### src/design/ntc_ar_pkg.sv
package ntc_ar_pkg;

    localparam int ADC_W   = 10;
    localparam int RES_W   = 34;
    localparam int TEMP_W  = 16;
    localparam int RREG_W  = 20;
    localparam int COEF_W  = 48;
    localparam int CFG_W   = 48;
    localparam int CADDR_W = 3;
    localparam int SDATA_W = 16;
    localparam int MDATA_W = 56;

    // divider: dividend / divisor / quotient widths
    localparam int DVD_W = 55;
    localparam int DVS_W = 63;

    // register indexes
    localparam logic [CADDR_W-1:0] REG_R_HIGH  = 3'd0;
    localparam logic [CADDR_W-1:0] REG_R_EXTRA = 3'd1;
    localparam logic [CADDR_W-1:0] REG_COEF_0  = 3'd2;
    localparam logic [CADDR_W-1:0] REG_COEF_1  = 3'd3;
    localparam logic [CADDR_W-1:0] REG_COEF_2  = 3'd4;
    localparam logic [CADDR_W-1:0] REG_COEF_3  = 3'd5;

    // ln(2) in Q34
    localparam logic [COEF_W-1:0] LN2_Q34 = 48'd11908177887;

    // datapath operations
    localparam logic [3:0] OP_NONE      = 4'd0;
    localparam logic [3:0] OP_LOAD      = 4'd1;
    localparam logic [3:0] OP_PREP1     = 4'd2;
    localparam logic [3:0] OP_PREP2     = 4'd3;
    localparam logic [3:0] OP_DIV_RES   = 4'd4;
    localparam logic [3:0] OP_RES_DONE  = 4'd5;
    localparam logic [3:0] OP_NORM      = 4'd6;
    localparam logic [3:0] OP_LOG       = 4'd7;
    localparam logic [3:0] OP_MUL_GO    = 4'd8;
    localparam logic [3:0] OP_MUL_STORE = 4'd9;
    localparam logic [3:0] OP_DIV_TEMP  = 4'd10;
    localparam logic [3:0] OP_TEMP_DONE = 4'd11;
    localparam logic [3:0] OP_OUT       = 4'd12;

    // multiply schedule
    localparam logic [2:0] MSEL_L1   = 3'd0;
    localparam logic [2:0] MSEL_L2   = 3'd1;
    localparam logic [2:0] MSEL_L3   = 3'd2;
    localparam logic [2:0] MSEL_T1   = 3'd3;
    localparam logic [2:0] MSEL_T2   = 3'd4;
    localparam logic [2:0] MSEL_T3   = 3'd5;

    typedef struct packed {
        logic [3:0] op;
        logic [2:0] mul_sel;
    } dp_cmd_t;

    typedef struct packed {
        logic div_done;
        logic mul_done;
    } dp_status_t;

endpackage

### src/design/ntc_ar_ctrl.sv
module ntc_ar_ctrl (
    input  logic                   aclk,
    input  logic                   aresetn,
    input  logic                   s_tvalid,
    output logic                   s_tready,
    output logic                   m_tvalid,
    input  logic                   m_tready,
    output ntc_ar_pkg::dp_cmd_t    cmd,
    input  ntc_ar_pkg::dp_status_t status
);

    localparam logic [3:0] ST_IDLE  = 4'd0;
    localparam logic [3:0] ST_PREP1 = 4'd1;
    localparam logic [3:0] ST_PREP2 = 4'd2;
    localparam logic [3:0] ST_DIVR  = 4'd3;
    localparam logic [3:0] ST_DIVRW = 4'd4;
    localparam logic [3:0] ST_NORM  = 4'd5;
    localparam logic [3:0] ST_LOG   = 4'd6;
    localparam logic [3:0] ST_MULGO = 4'd7;
    localparam logic [3:0] ST_MULW  = 4'd8;
    localparam logic [3:0] ST_DIVT  = 4'd9;
    localparam logic [3:0] ST_DIVTW = 4'd10;
    localparam logic [3:0] ST_OUT   = 4'd11;

    localparam logic [4:0] LOG_LAST = 5'd29;

    logic [3:0] state_reg, state_next;
    logic [4:0] cnt_reg, cnt_next;
    logic [2:0] sel_reg, sel_next;
    logic       ovalid_reg, ovalid_next;

    always_comb begin
        state_next  = state_reg;
        cnt_next    = cnt_reg;
        sel_next    = sel_reg;
        ovalid_next = ovalid_reg;
        cmd.op      = ntc_ar_pkg::OP_NONE;
        cmd.mul_sel = sel_reg;
        s_tready    = 1'b0;
        if (ovalid_reg && m_tready)
            ovalid_next = 1'b0;
        case (state_reg)
            ST_IDLE: begin
                s_tready = 1'b1;
                if (s_tvalid) begin
                    cmd.op     = ntc_ar_pkg::OP_LOAD;
                    state_next = ST_PREP1;
                end
            end
            ST_PREP1: begin
                cmd.op     = ntc_ar_pkg::OP_PREP1;
                state_next = ST_PREP2;
            end
            ST_PREP2: begin
                cmd.op     = ntc_ar_pkg::OP_PREP2;
                state_next = ST_DIVR;
            end
            ST_DIVR: begin
                cmd.op     = ntc_ar_pkg::OP_DIV_RES;
                state_next = ST_DIVRW;
            end
            ST_DIVRW: begin
                if (status.div_done) begin
                    cmd.op     = ntc_ar_pkg::OP_RES_DONE;
                    state_next = ST_NORM;
                end
            end
            ST_NORM: begin
                cmd.op     = ntc_ar_pkg::OP_NORM;
                cnt_next   = '0;
                state_next = ST_LOG;
            end
            ST_LOG: begin
                cmd.op   = ntc_ar_pkg::OP_LOG;
                cnt_next = cnt_reg + 1'b1;
                if (cnt_reg == LOG_LAST) begin
                    sel_next   = ntc_ar_pkg::MSEL_L1;
                    state_next = ST_MULGO;
                end
            end
            ST_MULGO: begin
                cmd.op     = ntc_ar_pkg::OP_MUL_GO;
                state_next = ST_MULW;
            end
            ST_MULW: begin
                if (status.mul_done) begin
                    cmd.op   = ntc_ar_pkg::OP_MUL_STORE;
                    sel_next = sel_reg + 1'b1;
                    if (sel_reg == ntc_ar_pkg::MSEL_T3)
                        state_next = ST_DIVT;
                    else
                        state_next = ST_MULGO;
                end
            end
            ST_DIVT: begin
                cmd.op     = ntc_ar_pkg::OP_DIV_TEMP;
                state_next = ST_DIVTW;
            end
            ST_DIVTW: begin
                if (status.div_done) begin
                    cmd.op     = ntc_ar_pkg::OP_TEMP_DONE;
                    state_next = ST_OUT;
                end
            end
            ST_OUT: begin
                if (!ovalid_reg || m_tready) begin
                    cmd.op      = ntc_ar_pkg::OP_OUT;
                    ovalid_next = 1'b1;
                    state_next  = ST_IDLE;
                end
            end
            default: state_next = ST_IDLE;
        endcase
    end

    always_ff @(posedge aclk) begin
        if (!aresetn) begin
            state_reg  <= ST_IDLE;
            cnt_reg    <= '0;
            sel_reg    <= '0;
            ovalid_reg <= 1'b0;
        end else begin
            state_reg  <= state_next;
            cnt_reg    <= cnt_next;
            sel_reg    <= sel_next;
            ovalid_reg <= ovalid_next;
        end
    end

    assign m_tvalid = ovalid_reg;

endmodule

### config.mk
export PLATFORM = sky130hd
export DESIGN_NAME = ntc_ar_ctrl
export DESIGN_NICKNAME = d
export VERILOG_FILES = /design/src/design/ntc_ar_pkg.sv /design/src/design/ntc_ar_ctrl.sv
export SDC_FILE = /design/constraint.sdc
export NUM_CORES = 1
export LEC_CHECK = 0
export BUFFER_PORTS_ARGS = -buffer_cell sky130_fd_sc_hd__buf_4
export CORE_MARGIN = 2
export CORE_UTILIZATION = 47
export DETAILED_ROUTE_END_ITERATION = 10
export PLACE_DENSITY = 0.69
export SYNTH_ARGS = -nofsm -noshare
export SYNTH_HDL_FRONTEND = slang
export SYNTH_SLANG_ARGS = --single-unit
### constraint.sdc
create_clock -name aclk -period 1.69 [get_ports aclk]
set_clock_uncertainty 0.2 [all_clocks]
set_input_delay 0.0845 -clock aclk [delete_from_list [all_inputs] [get_ports aclk]]
set_output_delay 0.0845 -clock aclk [all_outputs]
set_load 0.01 [all_outputs]
==> After elaboration in Yosys (flattened, before gate mapping) <==
Cells that the tools add are included.
{ "op_classes": {"addsub": 2, "n_eq_ne": 19, "mux": 22, "reduce_logical": 8} }
{ "ops": {"columns": ["op", "count"], "rows": [
  ["4-bit case mux with 12 select lines", 2],
  ["4-bit two-way mux", 10],
  ["4-bit by 3-bit == test with 1-bit output (second input constant)", 4],
  ["4-bit == test (second input constant)", 4],
  ["2-bit != test (second input constant)", 6],
  ["5-bit case mux with 2 select lines", 1],
  ["3-bit two-way mux", 3],
  ["4-bit by 2-bit == test with 1-bit output (second input constant)", 2],
  ["3-bit case mux with 2 select lines", 1],
  ["6-bit AND reduction", 1],
  ["5-bit by 1-bit adder with 5-bit output (second input constant)", 1],
  ["5-bit == test (second input constant)", 1],
  ["1-bit two-way mux", 5],
  ["4-bit by 1-bit == test with 1-bit output (second input constant)", 1],
  ["4-bit zero test", 1],
  ["2-bit nonzero test", 2],
  ["3-bit by 1-bit adder with 3-bit output (second input constant)", 1],
  ["3-bit == test (second input constant)", 1],
  ["3-bit AND reduction", 1],
  ["1-bit logical AND", 1],
  ["1-bit zero test", 1],
  ["1-bit logical OR", 1]
]} }
{ "totals": {"reg_bits": 13, "inputBits": 6, "output_inout_bits": 9, "elab_cells": 55} }

==> Logic depth before layout (Yosys ltp) <==
{ "logic_depth": {"word_depth": 4, "ltp_mapped": 6, "ltp_nobuf": 6} }

==> Least setup slack after synthesis <==
No wires, ideal clock.
{ "synth_timing": {"path_type": "register to register", "from": "reg state_reg[0]", "to": "reg state_reg[0]", "arrival_ps": 1397, "required_ps": 1373, "path_slack_ps": -24, "stages_incl_launch_ff": 6, "period_less_slack_ps": 1714, "cell_sequence": "dfxtp_1 -> buf_6 -> or2_4 -> o32a_4 -> o311a_4 -> a32o_1"} }
{ "synth_between": {"elab_chain_cells": 3, "elab_cells_between_ends": 20} }
{ "synth_lines": {"columns": ["element", "line", "text"], "rows": [
  ["from (decl)", "ntc_ar_ctrl.sv:27", "logic [3:0] state_reg, state_next;"],
  ["from (signal assigned)", "ntc_ar_ctrl.sv:123", "state_reg <= state_next;"],
  ["4-bit == test (tied with other cells)", "ntc_ar_ctrl.sv:42", "case (state_reg)"],
  ["2-bit != test (no line)", null, null],
  ["6-bit AND reduction (no line)", null, null]
]} }
Parallel ways exist; a longest one is shown, timed or not.
A chain may end at the register's enable or synchronous reset.

==> metrics.csv <==
stage;metric;value;unit
run_status;status;complete, but fails checks;
run_status;failing checks;negative setup slack;
setup_path;CP required;1.41;ns
logic_synthesis;most frequent cell after synthesis;dfxtp_1;
setup_path;R2R Path Start;state_reg[3];
floorplanning;IO Pins;15;
setup_path;critical-path cell list;buf_4 -> nor3_1 -> a221oi_1 -> o21a_1 -> buf_4;
clocking;clk_lat worst skew;0.27;ns
sta;Final setup viols;5;
floorplanning;Die W;51.06;µm
grt;gr usage total;24.20;%
sta;RSZ-0062 raised after global routing;true;
placement;pre-CTS setup slack;-0.03859;ns
routing;Vias/cell;5.684;
routing;DR pass1 iterations;4;
routing;Final ANT Viol Nets;0;
power_and_ir_drop;power per cell area;1432;nW/µm²
clocking;TritonCTS clock tree;done;
grt;first-pass GRT wire length;4905;µm
sta;worst setup margin;-0.06326;ns
logic_synthesis;syn nets;139;
logic_synthesis;synthesized area;1041;µm²
clocking;root buffer cell;clkbuf_4;
worst_hold_path;Min-Delay Path Class;in -> reg;
logic_synthesis;cell taking the most area after synthesis;dfxtp_1;
clocking;CTS clock-pin slew for the worst setup and hold paths;0.08;ns
power_and_ir_drop;peak supply drop;811.9;µV
routing;vias;1097;
logic_synthesis;post-synth top area share;25.00;%
clocking;# clock sinks;13;
cells_and_area;Antenna diodes;0;
logic_synthesis;Post-Syn Area per Cell;8.070;µm²
logic_synthesis;synth top area cells;dfxtp_1 25%, a21oi_1 5.3%, ha_1 4.8%, nor2_1 4.0%, nand3_1 3.8%;
cells_and_area;share of layout cells above drive strength 1;39.39;%
routing;Initial DRC Count;21;
worst_hold_path;Hold EP;sel_reg[0];
placement;gpl congestion;0.8841;
floorplanning;core footprint;2148;µm²
setup_path;Worst Setup SP;state_reg[2];
grt;initial antenna violation count;0;
logic_synthesis;Post-synth ARST share;0;%
sta;Fmax;570.4;MHz
sta;Slew headroom;77.90;%
placement;Port Buffers;14;
logic_synthesis;Netlist cell types;45;
cells_and_area;Finished Layout Cells;193;
setup_path;CP max stage cell;dfxtp_4;
logic_synthesis;#FFs+latches synth;13;
routing;DR WL/cell;14.97;µm
grt;GRT overflow;0;
power_and_ir_drop;leak pwr;0.6537;nW
setup_path;Worst setup SP type;flip-flop;
routing;drt total wl;2890;µm
floorplanning;Die H;51.06;µm
grt;vias in the first global route;1067;
routing;# DRC;0;
logic_synthesis;Main synth FF type;dfxtp_1;
grt;largest net degree at the start of global routing;21;
clocking;clock buffer depth;2;
logic_synthesis;Post-Synthesis Cells;129;
setup_path;Worst R2R Path Depth;4;
setup_path;Worst Setup End Kind;primary output;
worst_hold_path;HP Start;status[0];
logic_synthesis;EDFF count, synth;0;
setup_path;CP dominant cell by count;buf_4;
placement;Placed Cells;179;
setup_path;slowest stage delay, CP;0.37;ns
floorplanning;Initial Util;48.46;%
setup_path;R2R Setup Slk;-0.02;ns
floorplanning;die area;2607;µm²
logic_synthesis;synth warn;0;
clocking;Num CTS Buffers;3;
floorplanning;Cell Rows;17;
sta;Tmin final;1.753;ns
setup_path;reg2reg end;state_reg[0];
logic_synthesis;synth cell count leaders;13 x dfxtp_1, 11 x a21oi_1, 11 x nor2_1;
setup_path;critical path arrival;1.47;ns
cells_and_area;nets;176;
sta;Final Max Tran Viols;0;
setup_path;CP max FO;6;
cells_and_area;P&R area growth vs syn;43.51;%
job;max-cap viol count;0;
worst_hold_path;hold path cells;4;
logic_synthesis;Seq/Total Area, Yosys;25.00;%
placement;HPWL after DPL;1857;µm
sta;Fin. Hold Viols;0;
sta;final worst-path cycle share;103.7;%
setup_path;WS Path Type;reg -> out;
clocking;CTS H-tree lvls;1;
sta;Slew @ Worst Pin;0.3315;ns
cells_and_area;number of flip-flops in the largest register;5;
[routing by layer]
layer	vias to the layer above	share of wire (%)	GRT usage (%)
met5	-	0	0
met4	0	1.2	5.405
met3	4	2.7	3.801
met2	20	50	40.48
met1	532	46	32.50
li1	541	-	-
[cell families after synthesis]
| logic type | Yosys count | synth area share [%] |
|---|---|---|
| simple gates | 53 | 28.37 |
| mux | 5 | 5.048 |
| buf+inv | 13 | 6.130 |
| xor+xnor | 4 | 3.366 |
| flops | 13 | 25.00 |
| fa+ha+maj | 4 | 4.808 |
| compound gates | 37 | 27.28 |
[worst max-delay path: cells and delay by family, from the launching register on]
family | cells | cell delay (ns)
flip-flops | 1 | 0.37
AND/OR/NAND/NOR | 1 | 0.25
buffers and inverters | 2 | 0.31
AO/OA/AOI/OAI | 2 | 0.29
[layout by cell type, fill, tap and decap left out, drive strengths merged, types with 2 or more instances in the layout]
cell and instances:
o21a 3, o21ai 3, a21boi 2, clkbuf 4, nand3 8, inv 4
mux2i 3, nor3 3, a22oi 2, buf 39, a21oi 11, nor2b 6
ha 4, and2 2, o211a 3, nand2b 4, dlygate4sd3 2, nand2 10
o31ai 2, mux2 2, xnor2 2, xor2 2, nor2 11, dfxtp 13
[how the worst max path moves through the flow]
stage | to | slack, ns
3_3_place_gp | sel_reg[2] | -0.02
2_1_floorplan | state_reg[0] | 0.01
4_1_cts | state_reg[0] | -0.03
5_1_grt | cmd[3] | -0.11
3_5_place_dp | sel_reg[0] | -0.04
6_report | cmd[3] | -0.06
[where the power goes]
group / internal [mW] / switching [mW]
Clock: 0.0911 / 0.0999
Combinational: 0.808 / 0.706
Sequential: 0.370 / 0.0636
Total: 1.27 / 0.870
[area by class of cell]
cell class / instances / area (µm²)
multi-input combinational: 103 / 792.0
tap: 28 / 35.03
fill: 164 / 654.4
inverter: 4 / 15.01
sequential: 13 / 270.3
timing repair buffer: 41 / 355.3
clock buffer: 4 / 26.28
[metrics by stage]
step / hold slack, ns / util [%] / area (µm²) / total power, mW / setup TNS (ns)
finish: 0.04784 / 69.54 / 1494 / 2.140 / -0.1132
global route: 0.07015 / 69.54 / 1494 / 2.284 / -0.4301
CTS: 0.03913 / 66.51 / 1429 / 1.996 / -0.04633
detailed placement: 0.2149 / 59.41 / 1276 / 1.605 / -0.1113
global placement: 0.2134 / 59.41 / 1276 / 1.583 / -0.02700
floorplan: 0.01029 / - / 1045 / 1.182 / 0
[timing repair]
action                                 CTS  global route
setup endpoints to repair                9            11
cloned                                   0             0
hold buffers                             2             0
resized for setup                       18            15
endpoints found under the hold margin   12             0
setup buffers                            7             1
pin swaps                                5             9
No activity file was read; power rests on OpenSTA's default activity.
